File: src/hdl/clipped_surface_blit_core_defines.svh
// Assertion macros shared by the clipped surface blit core.
// Included by the modules that carry concurrent assertions; no other dependencies.
`ifndef CLIPPED_SURFACE_BLIT_CORE_DEFINES_SVH
`define CLIPPED_SURFACE_BLIT_CORE_DEFINES_SVH

// The consequent must hold in the same cycle as the antecedent.
`define CSB_ASSERT_SAME(label, clk, rst, ante, cons, msg) \
   label: assert property (@(posedge clk) disable iff (rst) (ante) |-> (cons)) \
      else $error(msg);

// The consequent must hold in the cycle after the antecedent.
`define CSB_ASSERT_NEXT(label, clk, rst, ante, cons, msg) \
   label: assert property (@(posedge clk) disable iff (rst) (ante) |=> (cons)) \
      else $error(msg);

`endif

File: src/hdl/csb_pkg.sv
// Package for the clipped surface blit core: widths, register indexes,
// configuration and stage types, and the source size helper. No dependencies.
`default_nettype none

package csb_pkg;

   // Field and datapath widths.
   localparam int PIXEL_W    = 32;
   localparam int ADDR_W     = 20;
   localparam int SIZE_W     = 13;
   localparam int COUNT_W    = 12;
   localparam int CLIP_W     = 15;
   localparam int POS_W      = 16;
   localparam int TGT_W      = POS_W + 1;
   localparam int CSR_DATA_W = 16;
   localparam int CSR_IDX_W  = 3;

   // Framebuffer defaults.
   localparam int FB_WIDTH_DEF  = 1024;
   localparam int FB_HEIGHT_DEF = 768;

   // Largest source dimension.
   localparam logic [SIZE_W-1:0] MAX_SIZE = 13'd4096;

   // Register indexes.
   localparam logic [CSR_IDX_W-1:0] REG_SRC_WIDTH  = 3'd0;
   localparam logic [CSR_IDX_W-1:0] REG_SRC_HEIGHT = 3'd1;
   localparam logic [CSR_IDX_W-1:0] REG_DEST_X     = 3'd2;
   localparam logic [CSR_IDX_W-1:0] REG_DEST_Y     = 3'd3;
   localparam logic [CSR_IDX_W-1:0] REG_CLIP_X     = 3'd4;
   localparam logic [CSR_IDX_W-1:0] REG_CLIP_Y     = 3'd5;
   localparam logic [CSR_IDX_W-1:0] REG_CLIP_W     = 3'd6;
   localparam logic [CSR_IDX_W-1:0] REG_CLIP_H     = 3'd7;

   // Configuration as seen by the datapath.
   typedef struct packed {
      logic        [SIZE_W-1:0] src_width;
      logic        [SIZE_W-1:0] src_height;
      logic signed [POS_W-1:0]  dest_x;
      logic signed [POS_W-1:0]  dest_y;
      logic signed [POS_W-1:0]  clip_x;
      logic signed [POS_W-1:0]  clip_y;
      logic        [CLIP_W-1:0] clip_w;
      logic        [CLIP_W-1:0] clip_h;
   } cfg_type;

   // Word held between the scan stage and the clip stage.
   typedef struct packed {
      logic        [PIXEL_W-1:0] pixel;
      logic signed [TGT_W-1:0]   tx;
      logic signed [TGT_W-1:0]   ty;
      logic                      last;
   } stage_type;

   // Index of the last column or row: zero acts as one, sizes above the
   // maximum act as the maximum.
   function automatic logic [COUNT_W-1:0] last_index(input logic [SIZE_W-1:0] size);
      logic [SIZE_W-1:0] clamped;
      begin
         if (size == '0) begin
            clamped = 13'd1;
         end else if (size > MAX_SIZE) begin
            clamped = MAX_SIZE;
         end else begin
            clamped = size;
         end
         last_index = COUNT_W'(clamped - 13'd1);
      end
   endfunction

endpackage

`default_nettype wire

File: src/hdl/clipped_surface_blit_core.sv
// Top level of the clipped surface blit core: configuration registers, scan
// stage and clip stage. Depends on csb_pkg, csb_csr, csb_scan and csb_clip.
`default_nettype none

// The core takes one 32-bit source pixel per word in raster order and returns
// one result word for each: a write enable, the framebuffer address (row times
// the framebuffer width plus column) and the pixel, with blit_done marking the
// last pixel of the surface, after which the raster counters start over. It
// sustains one pixel per clock while the result side takes its words: each
// pixel passes through the input register of the scan stage and then the
// result register of the clip stage before its result is presented. Program
// the registers only while no pixel is in flight; a source size made smaller
// mid-blit ends the row or the blit early.

module clipped_surface_blit_core
   import csb_pkg::*;
#(
   parameter int FB_WIDTH  = FB_WIDTH_DEF,
   parameter int FB_HEIGHT = FB_HEIGHT_DEF
)
(
   input  wire logic                  clock,
   input  wire logic                  reset,
   input  wire logic                  csr_we,
   input  wire logic [CSR_IDX_W-1:0]  csr_index,
   input  wire logic [CSR_DATA_W-1:0] csr_wdata,
   input  wire logic                  req_valid,
   output logic                       req_ready,
   input  wire logic [PIXEL_W-1:0]    req_src_pixel,
   output logic                       rsp_valid,
   input  wire logic                  rsp_ready,
   output logic                       rsp_write_enable,
   output logic [ADDR_W-1:0]          rsp_fb_address,
   output logic [PIXEL_W-1:0]         rsp_fb_pixel,
   output logic                       rsp_blit_done
);

   cfg_type   cfg;
   stage_type stg;
   logic      stg_valid;
   logic      stg_take;

   // Configuration registers.
   csb_csr u_csr (
      .clock     (clock),
      .reset     (reset),
      .csr_we    (csr_we),
      .csr_index (csr_index),
      .csr_wdata (csr_wdata),
      .cfg       (cfg)
   );

   // Raster counters and input register.
   csb_scan u_scan (
      .clock         (clock),
      .reset         (reset),
      .cfg           (cfg),
      .req_valid     (req_valid),
      .req_ready     (req_ready),
      .req_src_pixel (req_src_pixel),
      .stg_take      (stg_take),
      .stg_valid     (stg_valid),
      .stg           (stg)
   );

   // Clip tests, address and result register.
   csb_clip #(
      .FB_WIDTH  (FB_WIDTH),
      .FB_HEIGHT (FB_HEIGHT)
   ) u_clip (
      .clock            (clock),
      .reset            (reset),
      .cfg              (cfg),
      .stg_valid        (stg_valid),
      .stg              (stg),
      .stg_take         (stg_take),
      .rsp_valid        (rsp_valid),
      .rsp_ready        (rsp_ready),
      .rsp_write_enable (rsp_write_enable),
      .rsp_fb_address   (rsp_fb_address),
      .rsp_fb_pixel     (rsp_fb_pixel),
      .rsp_blit_done    (rsp_blit_done)
   );

endmodule

`default_nettype wire

File: src/hdl/csb_csr.sv
// Configuration registers of the clipped surface blit core.
// Depends on csb_pkg for register indexes and the configuration type.
`default_nettype none

module csb_csr
   import csb_pkg::*;
(
   input  wire logic                  clock,
   input  wire logic                  reset,
   input  wire logic                  csr_we,
   input  wire logic [CSR_IDX_W-1:0]  csr_index,
   input  wire logic [CSR_DATA_W-1:0] csr_wdata,
   output cfg_type                    cfg
);

   cfg_type cfg_ff;
   cfg_type cfg_in;

   // Decode a write into the addressed register; every index is a register.
   always_comb begin
      cfg_in = cfg_ff;
      if (csr_we) begin
         case (csr_index)
            REG_SRC_WIDTH:  cfg_in.src_width  = csr_wdata[SIZE_W-1:0];
            REG_SRC_HEIGHT: cfg_in.src_height = csr_wdata[SIZE_W-1:0];
            REG_DEST_X:     cfg_in.dest_x     = csr_wdata;
            REG_DEST_Y:     cfg_in.dest_y     = csr_wdata;
            REG_CLIP_X:     cfg_in.clip_x     = csr_wdata;
            REG_CLIP_Y:     cfg_in.clip_y     = csr_wdata;
            REG_CLIP_W:     cfg_in.clip_w     = csr_wdata[CLIP_W-1:0];
            REG_CLIP_H:     cfg_in.clip_h     = csr_wdata[CLIP_W-1:0];
            default:        cfg_in            = cfg_ff;
         endcase
      end
   end

   // Registers with their reset values: a one by one surface, empty clip.
   always_ff @(posedge clock) begin
      if (reset) begin
         cfg_ff.src_width  <= 13'd1;
         cfg_ff.src_height <= 13'd1;
         cfg_ff.dest_x     <= '0;
         cfg_ff.dest_y     <= '0;
         cfg_ff.clip_x     <= '0;
         cfg_ff.clip_y     <= '0;
         cfg_ff.clip_w     <= '0;
         cfg_ff.clip_h     <= '0;
      end else begin
         cfg_ff <= cfg_in;
      end
   end

   assign cfg = cfg_ff;

endmodule

`default_nettype wire

File: src/hdl/csb_scan.sv
// Scan stage: raster counters and the input register that holds the pixel
// with its target position. Depends on csb_pkg and the assertion macros.
`default_nettype none
`include "clipped_surface_blit_core_defines.svh"

module csb_scan
   import csb_pkg::*;
(
   input  wire logic               clock,
   input  wire logic               reset,
   input  cfg_type                 cfg,
   input  wire logic               req_valid,
   output logic                    req_ready,
   input  wire logic [PIXEL_W-1:0] req_src_pixel,
   input  wire logic               stg_take,
   output logic                    stg_valid,
   output stage_type               stg
);

   logic [COUNT_W-1:0] col_ff, col_in;
   logic [COUNT_W-1:0] row_ff, row_in;
   logic               stg_valid_ff, stg_valid_in;
   stage_type          stg_ff, stg_in;
   logic               accept;
   logic               end_row;
   logic               end_blit;

   // The stage frees up whenever the clip stage takes its word.
   assign req_ready = !stg_valid_ff || stg_take;
   assign accept    = req_valid && req_ready;

   // End of row and end of blit; counters beyond the last index also end.
   assign end_row  = col_ff >= last_index(cfg.src_width);
   assign end_blit = end_row && (row_ff >= last_index(cfg.src_height));

   // Counter update on each accepted word.
   always_comb begin
      col_in = col_ff;
      row_in = row_ff;
      if (accept) begin
         if (end_blit) begin
            col_in = '0;
            row_in = '0;
         end else if (end_row) begin
            col_in = '0;
            row_in = row_ff + 12'd1;
         end else begin
            col_in = col_ff + 12'd1;
         end
      end
   end

   // Target position is the destination offset plus the source position.
   always_comb begin
      stg_in.pixel = req_src_pixel;
      stg_in.tx    = {cfg.dest_x[POS_W-1], cfg.dest_x} + TGT_W'(col_ff);
      stg_in.ty    = {cfg.dest_y[POS_W-1], cfg.dest_y} + TGT_W'(row_ff);
      stg_in.last  = end_blit;
   end

   assign stg_valid_in = accept || (stg_valid_ff && !stg_take);

   // Control registers.
   always_ff @(posedge clock) begin
      if (reset) begin
         col_ff       <= '0;
         row_ff       <= '0;
         stg_valid_ff <= 1'b0;
      end else begin
         col_ff       <= col_in;
         row_ff       <= row_in;
         stg_valid_ff <= stg_valid_in;
      end
   end

   // Stage payload loads only on an accepted word.
   always_ff @(posedge clock) begin
      if (accept) begin
         stg_ff <= stg_in;
      end
   end

   assign stg_valid = stg_valid_ff;
   assign stg       = stg_ff;

   `CSB_ASSERT_NEXT(a_blit_wraps, clock, reset, accept && end_blit,
      col_ff == '0 && row_ff == '0, "counters did not return to zero after the last pixel")
   `CSB_ASSERT_NEXT(a_col_steps, clock, reset, accept && !end_row,
      col_ff == $past(col_ff) + 12'd1 && row_ff == $past(row_ff), "column counter did not step")
   `CSB_ASSERT_NEXT(a_stage_holds, clock, reset, stg_valid_ff && !stg_take,
      stg_valid_ff && $stable(stg_ff), "stalled stage word changed")

endmodule

`default_nettype wire

File: src/hdl/csb_clip.sv
// Clip stage: framebuffer and clip rectangle tests, address formation and
// the result register. Depends on csb_pkg and the assertion macros.
`default_nettype none
`include "clipped_surface_blit_core_defines.svh"

module csb_clip
   import csb_pkg::*;
#(
   parameter int FB_WIDTH  = FB_WIDTH_DEF,
   parameter int FB_HEIGHT = FB_HEIGHT_DEF
)
(
   input  wire logic                clock,
   input  wire logic                reset,
   input  cfg_type                  cfg,
   input  wire logic                stg_valid,
   input  stage_type                stg,
   output logic                     stg_take,
   output logic                     rsp_valid,
   input  wire logic                rsp_ready,
   output logic                     rsp_write_enable,
   output logic [ADDR_W-1:0]        rsp_fb_address,
   output logic [PIXEL_W-1:0]       rsp_fb_pixel,
   output logic                     rsp_blit_done
);

   localparam int PROD_W = 2 * COUNT_W + 1;
   localparam logic signed [TGT_W-1:0] FbWidthS  = TGT_W'(FB_WIDTH);
   localparam logic signed [TGT_W-1:0] FbHeightS = TGT_W'(FB_HEIGHT);
   localparam logic [PROD_W-1:0]       FbStride  = PROD_W'(FB_WIDTH);

   logic                      rsp_valid_ff, rsp_valid_in;
   logic                      we_ff, we_in;
   logic [ADDR_W-1:0]         addr_ff, addr_in;
   logic [PIXEL_W-1:0]        pixel_ff;
   logic                      done_ff;
   logic signed [TGT_W:0]     tx_w, ty_w;
   logic signed [TGT_W:0]     clip_x0, clip_y0, clip_x1, clip_y1;
   logic                      in_fb, in_clip;
   logic [PROD_W-1:0]         addr_full;
   logic                      load;

   // The result register takes a word when it is empty or being read.
   assign stg_take = !rsp_valid_ff || rsp_ready;
   assign load     = stg_valid && stg_take;

   // Framebuffer bounds.
   assign in_fb = !stg.tx[TGT_W-1] && (stg.tx < FbWidthS) &&
                  !stg.ty[TGT_W-1] && (stg.ty < FbHeightS);

   // Clip rectangle bounds, one bit wider so the far edge cannot overflow.
   assign tx_w    = {stg.tx[TGT_W-1], stg.tx};
   assign ty_w    = {stg.ty[TGT_W-1], stg.ty};
   assign clip_x0 = (TGT_W+1)'(cfg.clip_x);
   assign clip_y0 = (TGT_W+1)'(cfg.clip_y);
   assign clip_x1 = clip_x0 + $signed({3'b000, cfg.clip_w});
   assign clip_y1 = clip_y0 + $signed({3'b000, cfg.clip_h});
   assign in_clip = (tx_w >= clip_x0) && (tx_w < clip_x1) &&
                    (ty_w >= clip_y0) && (ty_w < clip_y1);

   // Row times stride plus column; coordinates fit the count width when written.
   assign addr_full = PROD_W'(stg.ty[COUNT_W-1:0]) * FbStride
                    + PROD_W'(stg.tx[COUNT_W-1:0]);

   assign we_in        = in_fb && in_clip;
   assign addr_in      = we_in ? addr_full[ADDR_W-1:0] : '0;
   assign rsp_valid_in = load || (rsp_valid_ff && !rsp_ready);

   // Result valid.
   always_ff @(posedge clock) begin
      if (reset) begin
         rsp_valid_ff <= 1'b0;
      end else begin
         rsp_valid_ff <= rsp_valid_in;
      end
   end

   // Result payload.
   always_ff @(posedge clock) begin
      if (load) begin
         we_ff    <= we_in;
         addr_ff  <= addr_in;
         pixel_ff <= stg.pixel;
         done_ff  <= stg.last;
      end
   end

   assign rsp_valid        = rsp_valid_ff;
   assign rsp_write_enable = we_ff;
   assign rsp_fb_address   = addr_ff;
   assign rsp_fb_pixel     = pixel_ff;
   assign rsp_blit_done    = done_ff;

   `CSB_ASSERT_SAME(a_idle_addr_zero, clock, reset, rsp_valid_ff && !we_ff,
      addr_ff == '0, "address not zero on a suppressed write")
   `CSB_ASSERT_NEXT(a_load_pixel, clock, reset, load,
      rsp_valid_ff && pixel_ff == $past(stg.pixel), "result register missed a word")
   `CSB_ASSERT_NEXT(a_rsp_holds, clock, reset, rsp_valid_ff && !rsp_ready,
      rsp_valid_ff && $stable({we_ff, addr_ff, pixel_ff, done_ff}), "stalled result word changed")

endmodule

`default_nettype wire
File: config.mk
export PLATFORM = sky130hd
export DESIGN_NAME = clipped_surface_blit_core
export DESIGN_NICKNAME = d
export VERILOG_FILES = /design/src/hdl/csb_pkg.sv /design/src/hdl/clipped_surface_blit_core.sv /design/src/hdl/csb_csr.sv /design/src/hdl/csb_scan.sv /design/src/hdl/csb_clip.sv
export VERILOG_INCLUDE_DIRS = /design/src /design/src/hdl
export SDC_FILE = /design/constraint.sdc
export NUM_CORES = 1
export LEC_CHECK = 0
export BUFFER_PORTS_ARGS = -buffer_cell sky130_fd_sc_hd__buf_4
export CAP_MARGIN = 10
export CORE_ASPECT_RATIO = 0.7
export CORE_MARGIN = 2
export CORE_UTILIZATION = 59
export CTS_BUF_LIST = sky130_fd_sc_hd__clkbuf_4
export CTS_CLUSTER_DIAMETER = 120
export DETAILED_ROUTE_END_ITERATION = 16
export PLACE_DENSITY_LB_ADDON = 0.2
export SLEW_MARGIN = 10
export SYNTH_ARGS = -nofsm -noshare
export SYNTH_HDL_FRONTEND = slang
export SYNTH_SLANG_ARGS = --single-unit
File: constraint.sdc
create_clock -name clock -period 4.6 [get_ports clock]
set_input_delay 0.46 -clock clock [delete_from_list [all_inputs] [get_ports clock]]
set_output_delay 0.46 -clock clock [all_outputs]
set_load 0.01 [all_outputs]
==> results of run 1 <==
-- state kept, by name (all words and copies together) (netlist names) --
signal,cells
u_clip.rsp_fb_address,20
u_scan.stg,67
u_clip.rsp_blit_done,1
u_clip.rsp_valid,1
u_clip.rsp_write_enable,1
u_scan.row_ff,12
u_csr.cfg,120
u_scan.col_ff,12
u_clip.rsp_fb_pixel,32
u_scan.stg_valid,1
-- cell usage after synthesis (20+ instances only) --
cell      count
nor2_1       84
nor2b_1      20
nand2b_1     20
a21oi_1     203
nand3_1      33
xor2_1       35
inv_1        79
nand2_1     295
o21ai_0      37
xnor2_1      44
dfxtp_1     146
and2_1       22
edfxtp_1    121
ha_1        150
clkbuf_1     41
-- cells by family after synthesis --
group / after synthesis
flops: 267
xor+xnor: 79
buf+inv: 136
simple gates: 563
compound gates: 373
fa+ha+maj: 155
-- final cells by class --
class / count / area (um^2) / share of cell area (%)
inverters: 80 / 300 / 1.76
clock buffers: 108 / 811 / 4.76
repair buffers: 158 / 1270 / 7.47
flip-flops and latches: 267 / 6560 / 38.5
multi-input cells: 1170 / 7560 / 44.4
clock inverters: 18 / 123 / 0.720
well taps: 325 / 407 / 2.39
-- routing by layer --
layer / track usage (%) / part of all wire [%]
met3: 6.48 / 9.4
met2: 42.3 / 42
met4: 8.82 / 2.4
met1: 42.2 / 46
met5: 0 / 0
-- worst max-delay path by stage --
stage	from	to	slack, ps	depth (start not counted)
3_5_place_dp	u_csr.cfg[96]$_SDFFE_PP0P_	u_scan.row_ff[8]$_SDFFE_PP0P_	380	19
2_1_floorplan	u_csr.cfg[96]$_SDFFE_PP0P_	u_scan.row_ff[6]$_SDFFE_PP0P_	660	17
3_3_place_gp	u_csr.cfg[96]$_SDFFE_PP0P_	u_scan.row_ff[6]$_SDFFE_PP0P_	480	19
5_1_grt	u_csr.cfg[96]$_SDFFE_PP0P_	u_scan.row_ff[8]$_SDFFE_PP0P_	-30	19
4_1_cts	u_csr.cfg[96]$_SDFFE_PP0P_	u_scan.row_ff[8]$_SDFFE_PP0P_	320	19
6_report	u_csr.cfg[30]$_SDFFE_PP0P_	u_clip.rsp_fb_address[7]$_SDFFCE_PN0P_	340	18
-- timing repair --
item,4_1_cts,5_1_grt
resized for setup,0,4
hold buffers,34,0
setup endpoints to repair,0,10
setup buffers,0,1
hold endpoints to repair,34,0
-- stage by stage --
stage | std cells | setup TNS (ps) | setup slack (ps) | hold slack, ps
floorplan | 1573 | 0 | 659 | 400
global placement | 1964 | 0 | 476 | 400
detailed placement | 1964 | 0 | 377 | 405
CTS | 2124 | 0 | 320 | 26.1
global route | 2126 | -43.2 | -31.0 | 38.3
finish | 2126 | 0 | 344 | 70.9
-- worst min-delay path, cell delays in order --
cell and delay, ps:
buf_4 80, nor2b_1 70, nor2_1 100, nor2_1 40
-- power by group through the flow --
stage	sequential, mW	combinational, mW	clock [mW]
2_1_floorplan	2.68	0.333	0
3_3_place_gp	2.69	0.509	0
3_5_place_dp	2.69	0.526	0
4_1_cts	2.64	0.553	2.20
5_1_grt	2.65	0.621	2.33
6_report	2.64	0.562	2.16
==> impl.org, run 1 <==
** Worst hold path
- Hold WC Path Type :: in2reg
- Start point of the worst hold path :: rsp_ready
- Along the worst hold path, the cell count comes to 4.
- The path with the worst hold slack has its endpoint at u_clip.rsp_valid$_SDFF_PP0_.

** GRT
- The number of global-route vias before repair came to 11200.
- Total Routing Usage GR :: 28.8%
- The total overflow left after global routing is 0.
- Pin count of the biggest net entering global routing :: 79
- Antenna violations before repair :: 0
- Wire length of the first global-routing pass :: 57900 um

** Placed design
- Detailed placer's ending HPWL :: 25700 um
- In this run the tool buffered the top-level ports with 111 buffer cells.
- RD Place Congestion :: 0.901
- Area of placed instances :: 15700 um^2

** Finish
- Fill cells in the final layout number 1948.
- The library cell used most frequently in the layout, excluding fill and tap cells, is nand2_1.
- Layout-stage area growth over the synthesis result :: 16.6%
- With fillers left out, the area of the finished cells amounts to 17000 um^2.
- Cells with a size suffix above 1 make up 14.5% of the layout.
- Highest-count cells in the layout ignoring fill and taps :: nand2_1, a21oi_1, ha_1
- After the last flow step, the layout net total stands at 1957.
- Utilization after layout :: 69.5%
- The number of antenna diodes in the final layout is 0.

** Floorplanning
- The floorplan step defined a die boundary enclosing 26000 um^2.
- Core area :: 24500 um^2
- Once the floorplan was initialized, standard cells occupied 59.6% of the core.
- Vert. Die Dim :: 136 um
- Floorplan row count :: 48
- Floorplan die width :: 192 um
- Number of top-level pins :: 112

** Worst setup path
- Broken down by cell family, the worst path's largest delay share belongs to compound AO/OA/AOI/OAI gates.
- Counting both buffers and inverters, the worst setup path holds a total of 2.
- The worst setup path is captured at a flip-flop.
- The worst setup path is launched from a flip-flop.
- For the worst flop-to-flop path, the logic depth is 18.
- In this run the worst path has a maximum fanout of 21.
- Arrival time reported for the critical path endpoint :: 4790 ps
- Library cell contributing the largest single delay on the critical path :: fa_1
- Worst-case register-to-register setup slack :: 340 ps
- The largest single stage delay on the critical path is 400 ps.
- Reg-to-reg critical path startpoint :: u_csr.cfg[30]$_SDFFE_PP0P_
- The signal on the critical path passes through ha_1, inv_1, fa_1, nor2b_1, o21a_1, o21ai_0, a21oi_1, o211a_1, o21a_1, o311ai_0, ha_1, a21oi_1, o211ai_1, a211o_1, a221o_1, a2111oi_4, buf_4, and2_1.
- In this run the critical register-to-register path is captured at u_clip.rsp_fb_address[7]$_SDFFCE_PN0P_.
- For the worst setup path, the data required time is 5130 ps.
- Category of the critical setup timing path :: reg2reg

** Yosys
- Share of cell area taken by muxes after synthesis :: 0%
- Xor-xnor portion of the synthesized cell area :: 4.74%
- Fraction of the mapped netlist area in simple logic gates :: 17.7%
- Synthesized cell area :: 14600 um^2
- Ranked by total cell area, the synthesized netlist is headed by edfxtp_1, dfxtp_1, ha_1, nand2_1, a21oi_1.
- Cells after synthesis :: 1573
- Yosys mapped a number of flops with a built-in enable equal to 121.
- Fraction of the mapped netlist area in adder cells :: 13.5%
- Synthesis inferred 267 register bits.
- Net count after synthesis :: 1784
- Summing the areas of all compound-gate instances in the mapped netlist gives 15.5% of the synthesized area.
- Synthesized area per cell :: 9.28 um^2
- Combinational family with the most area after synthesis :: simple AND/OR/NAND/NOR gates
- Cell type with the highest aggregate area in the netlist :: edfxtp_1
- Fraction of synthesis flops using an asynchronous set or reset pin :: 0%
- Post-synthesis sequential area ratio :: 44.9%
- The most used flip-flop cell after synthesis is dfxtp_1.
- The number of different library cells used by synthesis comes to 73.
- The Yosys step of the flow raised 0 warnings.
- Share of the synthesized area in the top cell type :: 24.9%

** Run status
- The flow ran to the end, and the final reports show no timing, DRC or antenna violations.

** Detailed routing
- 1st-pass router iterations :: 5
- Wires add up to 37200 um.
- Count of antenna-violating nets left after detailed routing :: 0
- Average detailed-routed wire length per instance :: 17.5 um
- Number of design-rule violations left by the first detailed-router iteration :: 936
- Routed via count divided by cell count :: 5.73
- Vias :: 12200
- For this run, design rule violations remaining after detail routing come to 0.

** Clock network
- The clock drives 267 sinks.
- Clock buffers created by TritonCTS :: 69
- TritonCTS built the clock tree.
- Cell at the root of the clock tree :: clkbuf_4
- Clock transition at path regs :: 70 ps
- The clock tree synthesis step divided the H-tree into 3 levels.
- Clock latency on the worst-skew pair, taken at its later pin, is 720 ps.
- Longest Clk Path Bufs :: 3

** Power
- In this run the static leakage power is 6.81 nW.
- P_int :: 3.99 mW
- Switching portion of total power :: 25.7%
- Fraction of power consumed by sequential logic :: 49.3%
- For this design the ratio of total power to cell area is 315 nW/um^2.
- Part of the total power dissipated in combinational logic :: 10.5%
- Clock share of power :: 40.3%
- The worst-case IR drop observed on VDD is 0.000261 V.
- Power, Total :: 5.37 mW
- Net switching component of the power :: 1.38 mW

** STA
- Worst-case headroom to the max-slew limit :: 20.6%
- # setup viols final :: 0
- At the pin with the least slew margin, the transition time is 1190 ps.
- Final worst path period need :: 4260 ps
- Hold violation total from the final report :: 0
- Final setup skew :: 66.3 ps
- Count of pins over their slew limit :: 0
- Post-route clock period utilization :: 92.5%
- Based on the critical path, the design can be clocked at up to 0.235 GHz.

** Job
- Max-Cap Viols :: 0
Note: power is estimated with default switching activity, not from simulation.
==> inputs of run 2 (changes only) <==
ABC_AREA = 1   (was not set)
SLEW_MARGIN = not set   (was 10)
==> run 2 against run 1 <==
  * Wire length rose by 3.6%
  * Largest cell class unchanged
  * Maximum frequency grew 3.3%
  * Critical path depth increased by 2
  * Highest routed layer unchanged
  * Critical endpoint is now u_clip.rsp_fb_address[10]$_SDFFCE_PN0P_
  * Die area grew 2.0%
==> impl.org, run 2 <==
** Yosys
- Share of cell area taken by muxes after synthesis :: 0% (unchanged)
- By area the synthesized netlist is led by edfxtp_1, dfxtp_1, ha_1, nand2_1, nor2_1.
- The number of instances in the synthesized netlist came to 1757 (+12%).
- In the synthesized netlist, the cells that appear most often are nand2_1, nor2_1, inv_1.
- Cell type with the highest aggregate area in the netlist :: edfxtp_1
- The most used flip-flop cell after synthesis is dfxtp_1.
- The fraction of the mapped netlist area in simple logic gates came to 19.2% (+1.5 points).
- The register area share after synthesis is 44.0% (-0.89 points).
- Synthesized cell area :: 14900 um^2 (+2.0%)
- Synthesized area per cell :: 8.48 um^2 (-8.7%)
- The adder-cell area share of the yosys netlist came to 13.3% (-0.27 points).
- The number of flip-flops and latches in the synthesized netlist was 267 (unchanged).
- Number of warnings printed during yosys synthesis :: 0 (unchanged)
- Combinational family with the most area after synthesis :: simple AND/OR/NAND/NOR gates
- The number of library cell types mapped by synthesis is 49 (-33%).
- Share of the synthesized area in the top cell type :: 24.4% (-0.49 points)
- The async set or reset register ratio after synthesis came to 0% (unchanged).
- The number of nets produced by synthesis came to 1968 (+10%).
- The most common cell in the synthesized netlist is nand2_1.
- The share of the synthesized area in compound gates (AO/OA/AOI/OAI) is 12.0% (-3.5 points).
- Number of synthesized flops with an enable pin :: 121 (unchanged)
- The area share of xor/xnor cells in the synthesized design is 5.11% (+0.38 points).

** STA
- Total Neg Setup Slack :: 0 ps (unchanged)
- Fmax :: 0.243 GHz (+3.3%)
- Unrepaired setup endpoints after global routing :: false
- Slew at the pin closest to its max-slew limit :: 1160 ps (-23.6 ps)
- The final clock period utilization by the worst path came to 89.6% (-3.0 points).
- # setup viols final :: 0 (unchanged)
- The minimum clock period after layout came to 4120 ps (-136 ps).
- The post-route clock skew is 39.6 ps (-26.7 ps).
- Hold violation total from the final report :: 0 (unchanged)
- Post-route worst hold slack :: 87.9 ps (+16.9 ps)
- Count of pins over their slew limit :: 0 (unchanged)
- The worst slew margin relative to its limit came to 22.1% (+1.6 points).

** Worst setup path
- The worst reg2reg path depth came to 20 (+2).
- The critical path data arrival time is 4640 ps (-150 ps).
- Critical Path Source Type :: flip-flop
- CP peak stage delay :: 490 ps (+90 ps)
- The number of buffers and inverters on the critical path is 2 (unchanged).
- The critical path is of the reg2reg type.
- The signal on the critical path passes through ha_1, inv_1, fa_1, o21ai_1, a21boi_0, o21ai_1, a31oi_1, xor2_1, ha_1, nand2_1, nand2_1, nand2_1, nand2_1, a21oi_1, nand3_1, nand2_1, nand2_1, inv_1, nand4_4, nor2_2.
- The required time of the worst setup path came to 5120 ps (about the same).
- Reg-to-reg critical path startpoint :: u_csr.cfg[30]$_SDFFE_PP0P_
- Critical path's top delay family :: simple AND/OR/NAND/NOR gates
- The register-to-register setup slack is 480 ps (+140 ps).
- Endpoint of the lowest-slack register-to-register path :: u_clip.rsp_fb_address[10]$_SDFFCE_PN0P_
- The total stage count of the critical path is 20 (+2).
- In this design, the critical path's most frequently occurring cell is nand2_1.
- The worst setup path is captured at a flip-flop.
- In this run the worst setup path terminates at u_clip.rsp_fb_address[10]$_SDFFCE_PN0P_.
- Tracing the worst setup path back leads to its startpoint at u_csr.cfg[30]$_SDFFE_PP0P_.
- The worst-path maximum fanout is 21 (unchanged).
- For this design, the slowest cell found on the critical path is nand4_4.

** Detailed routing
- The number of routed nets with antenna violations was 0 (unchanged).
- Drt drc :: 0 (unchanged)
- The via count was 12700 (+4.2%).
- Number of design-rule violations left by the first detailed-router iteration :: 873 (-6.7%)
- 1st-pass router iterations :: 6 (+1)
- The vias per cell came to 5.50 (-4.0%).
- Final wirelength :: 38600 um (+3.6%)
- The average wire per cell in the routed design was 16.7 um (-4.5%).

** Clock network
- The sink count of the clock tree was 267 (unchanged).
- Post-CTS setup buffers :: 0 (unchanged)
- The maximum clock path buffer count came to 3 (unchanged).
- The number of clock buffers inserted by TritonCTS is 67 (-2.9%).
- Count of cells resized by post-cts repair :: 0 (unchanged)
- Cell at the root of the clock tree :: clkbuf_4
- The total number of H-tree levels is 3 (unchanged).
- TritonCTS built the clock tree.
- Hold bufs inserted after CTS :: 34 (unchanged)
- Clock latency on the worst-skew pair :: 700 ps (-20 ps)
- Clock transition at path regs :: 90 ps (+20 ps)

** Floorplanning
- The vertical die dimension is 137 um (+0.97%).
- The die area is 26600 um^2 (+2.0%).
- Floorplan die width :: 194 um (+0.98%)
- Floorplan row count :: 48 (unchanged)
- The number of top-level design ports is 112 (unchanged).
- The initial core utilization came to 60.2% (+0.61 points).
- Core area :: 24700 um^2 (+0.98%)

** Finish
- The final design utilization is 69.7% (+0.17 points).
- Combined area of the multi-input logic cells :: 7400 um^2 (-2.0%)
- Fraction of final layout cells with drive strength greater than 1 :: 13.7% (-0.76 points)
- Layout-stage area growth over the synthesis result :: 15.7%
- The number of flip-flops under the largest register name came to 120 (unchanged).
- The summed area of non-filler cells in the final layout came to 17200 um^2 (+1.2%).
- Commonest non-fill, non-tap cell in the layout :: nand2_1
- The fill cell instance count of the final layout is 2011 (+3.2%).
- Highest-count cells in the layout ignoring fill and taps :: nand2_1, nor2_1, inv_1
- Area used by sequential logic in the layout :: 6560 um^2 (unchanged)
- The final net count came to 2139 (+9.3%).

** Placed design
- Area of placed instances :: 16000 um^2 (+1.5%)
- The placed wire-length estimate after detailed placement came to 27100 um (+5.8%).
- Input/output buffers :: 111 (unchanged)
- RD Place Congestion :: 0.955 (+5.9%)

** GRT
- The number of global-route vias before repair came to 12000 (+6.7%).
- The global-route wire length before repair came to 61100 um (+5.6%).
- The pin count of the biggest net entering global routing is 98 (+24%).
- The number of antenna violations at the first check in global routing came to 1 (+1).
- Total Routing Usage GR :: 29.3% (+0.59 points)
- The global-route congestion overflow total came to 0 (unchanged).

** Job
- Max-Cap Viols :: 0 (unchanged)

** Worst hold path
- Hold WC Path Type :: in2reg

** Power
- The power density over cell area was 326 nW/um^2 (+3.4%).
- LEAKAGE :: 7.69 nW (+13%)
- The peak supply drop was 0.000250 V (-4.0%).

** Run status
- Outcome :: finished clean
## run 2: cell count changes after synthesis, moves of 29 or more
cell / delta
a21oi_1: -76
nand3_1: +29
o21ai_0: +122
inv_1: +108
nor2_1: +163
nand2_1: -33
## run 2: cell type report
cell class	instances	share of cell area [%]
Tap cell	325	2.36
Clock inverter	19	0.886
Antenna cell	1	0.0145
Sequential cell	267	38.0
Multi-Input combinational cell	1248	43.0
Timing Repair Buffer	149	6.98
Inverter	195	4.26
Clock buffer	103	4.49
## run 2: logic make-up (layout without fill, tap and decap cells)
family,Yosys count,after routing
other,0,1
buffers and inverters,242,466
AND/OR/NAND/NOR,667,667
adder cells (fa/ha/maj),155,155
flip-flops,267,267
AO/OA/AOI/OAI,339,339
XOR/XNOR,87,87
## run 2: routing by layer
layer / part of all wire, % / vias to the layer above / global-route usage (%) / wire, um
li1: - / 6299 / - / -
met1: 45 / 5852 / 41.4 / 17500
met2: 43 / 464 / 44.7 / 16500
met3: 9.4 / 69 / 7.00 / 3620
met4: 2.3 / 0 / 9.68 / 879
met5: 0 / - / 0 / 0
## run 2: tightest hold or removal path, delay by kind of cell
kind | cells | cell delay (ps)
buffers and inverters | 2 | 150
and+or+nand+nor | 1 | 70
AOI/OAI and AO/OA | 1 | 50
## run 2: worst min path at each step
stage | startpoint | end | slack (ps) | depth (start not counted)
2_1_floorplan | u_scan.stg[0]$_DFFE_PP_ | u_clip.rsp_blit_done$_DFFE_PP_ | 400 | 0
3_3_place_gp | u_scan.stg[35]$_DFFE_PP_ | u_clip.rsp_fb_pixel[0]$_DFFE_PP_ | 400 | 0
3_5_place_dp | u_scan.stg[48]$_DFFE_PP_ | u_clip.rsp_fb_pixel[13]$_DFFE_PP_ | 400 | 0
4_1_cts | csr_wdata[13] | u_csr.cfg[91]$_SDFFE_PP0P_ | 30 | 3
5_1_grt | csr_wdata[13] | u_csr.cfg[91]$_SDFFE_PP0P_ | 50 | 3
6_report | rsp_ready | u_clip.rsp_valid$_SDFF_PP0_ | 90 | 4
## run 2: metrics by stage
stage	worst slack (ps)	cells	total power [mW]
6_report	480	2307	5.62
5_1_grt	279	2307	5.88
4_1_cts	657	2306	5.63
3_5_place_dp	659	2150	3.42
3_3_place_gp	858	2150	3.39
2_1_floorplan	964	1757	3.18
## run 2: power breakdown
group | leakage (nW) | internal (mW) | switching [mW]
clock | 0.551 | 1.19 | 1.02
sequential | 2.36 | 2.59 | 0.0766
combinational | 4.77 | 0.281 | 0.457
total | 7.69 | 4.07 | 1.55
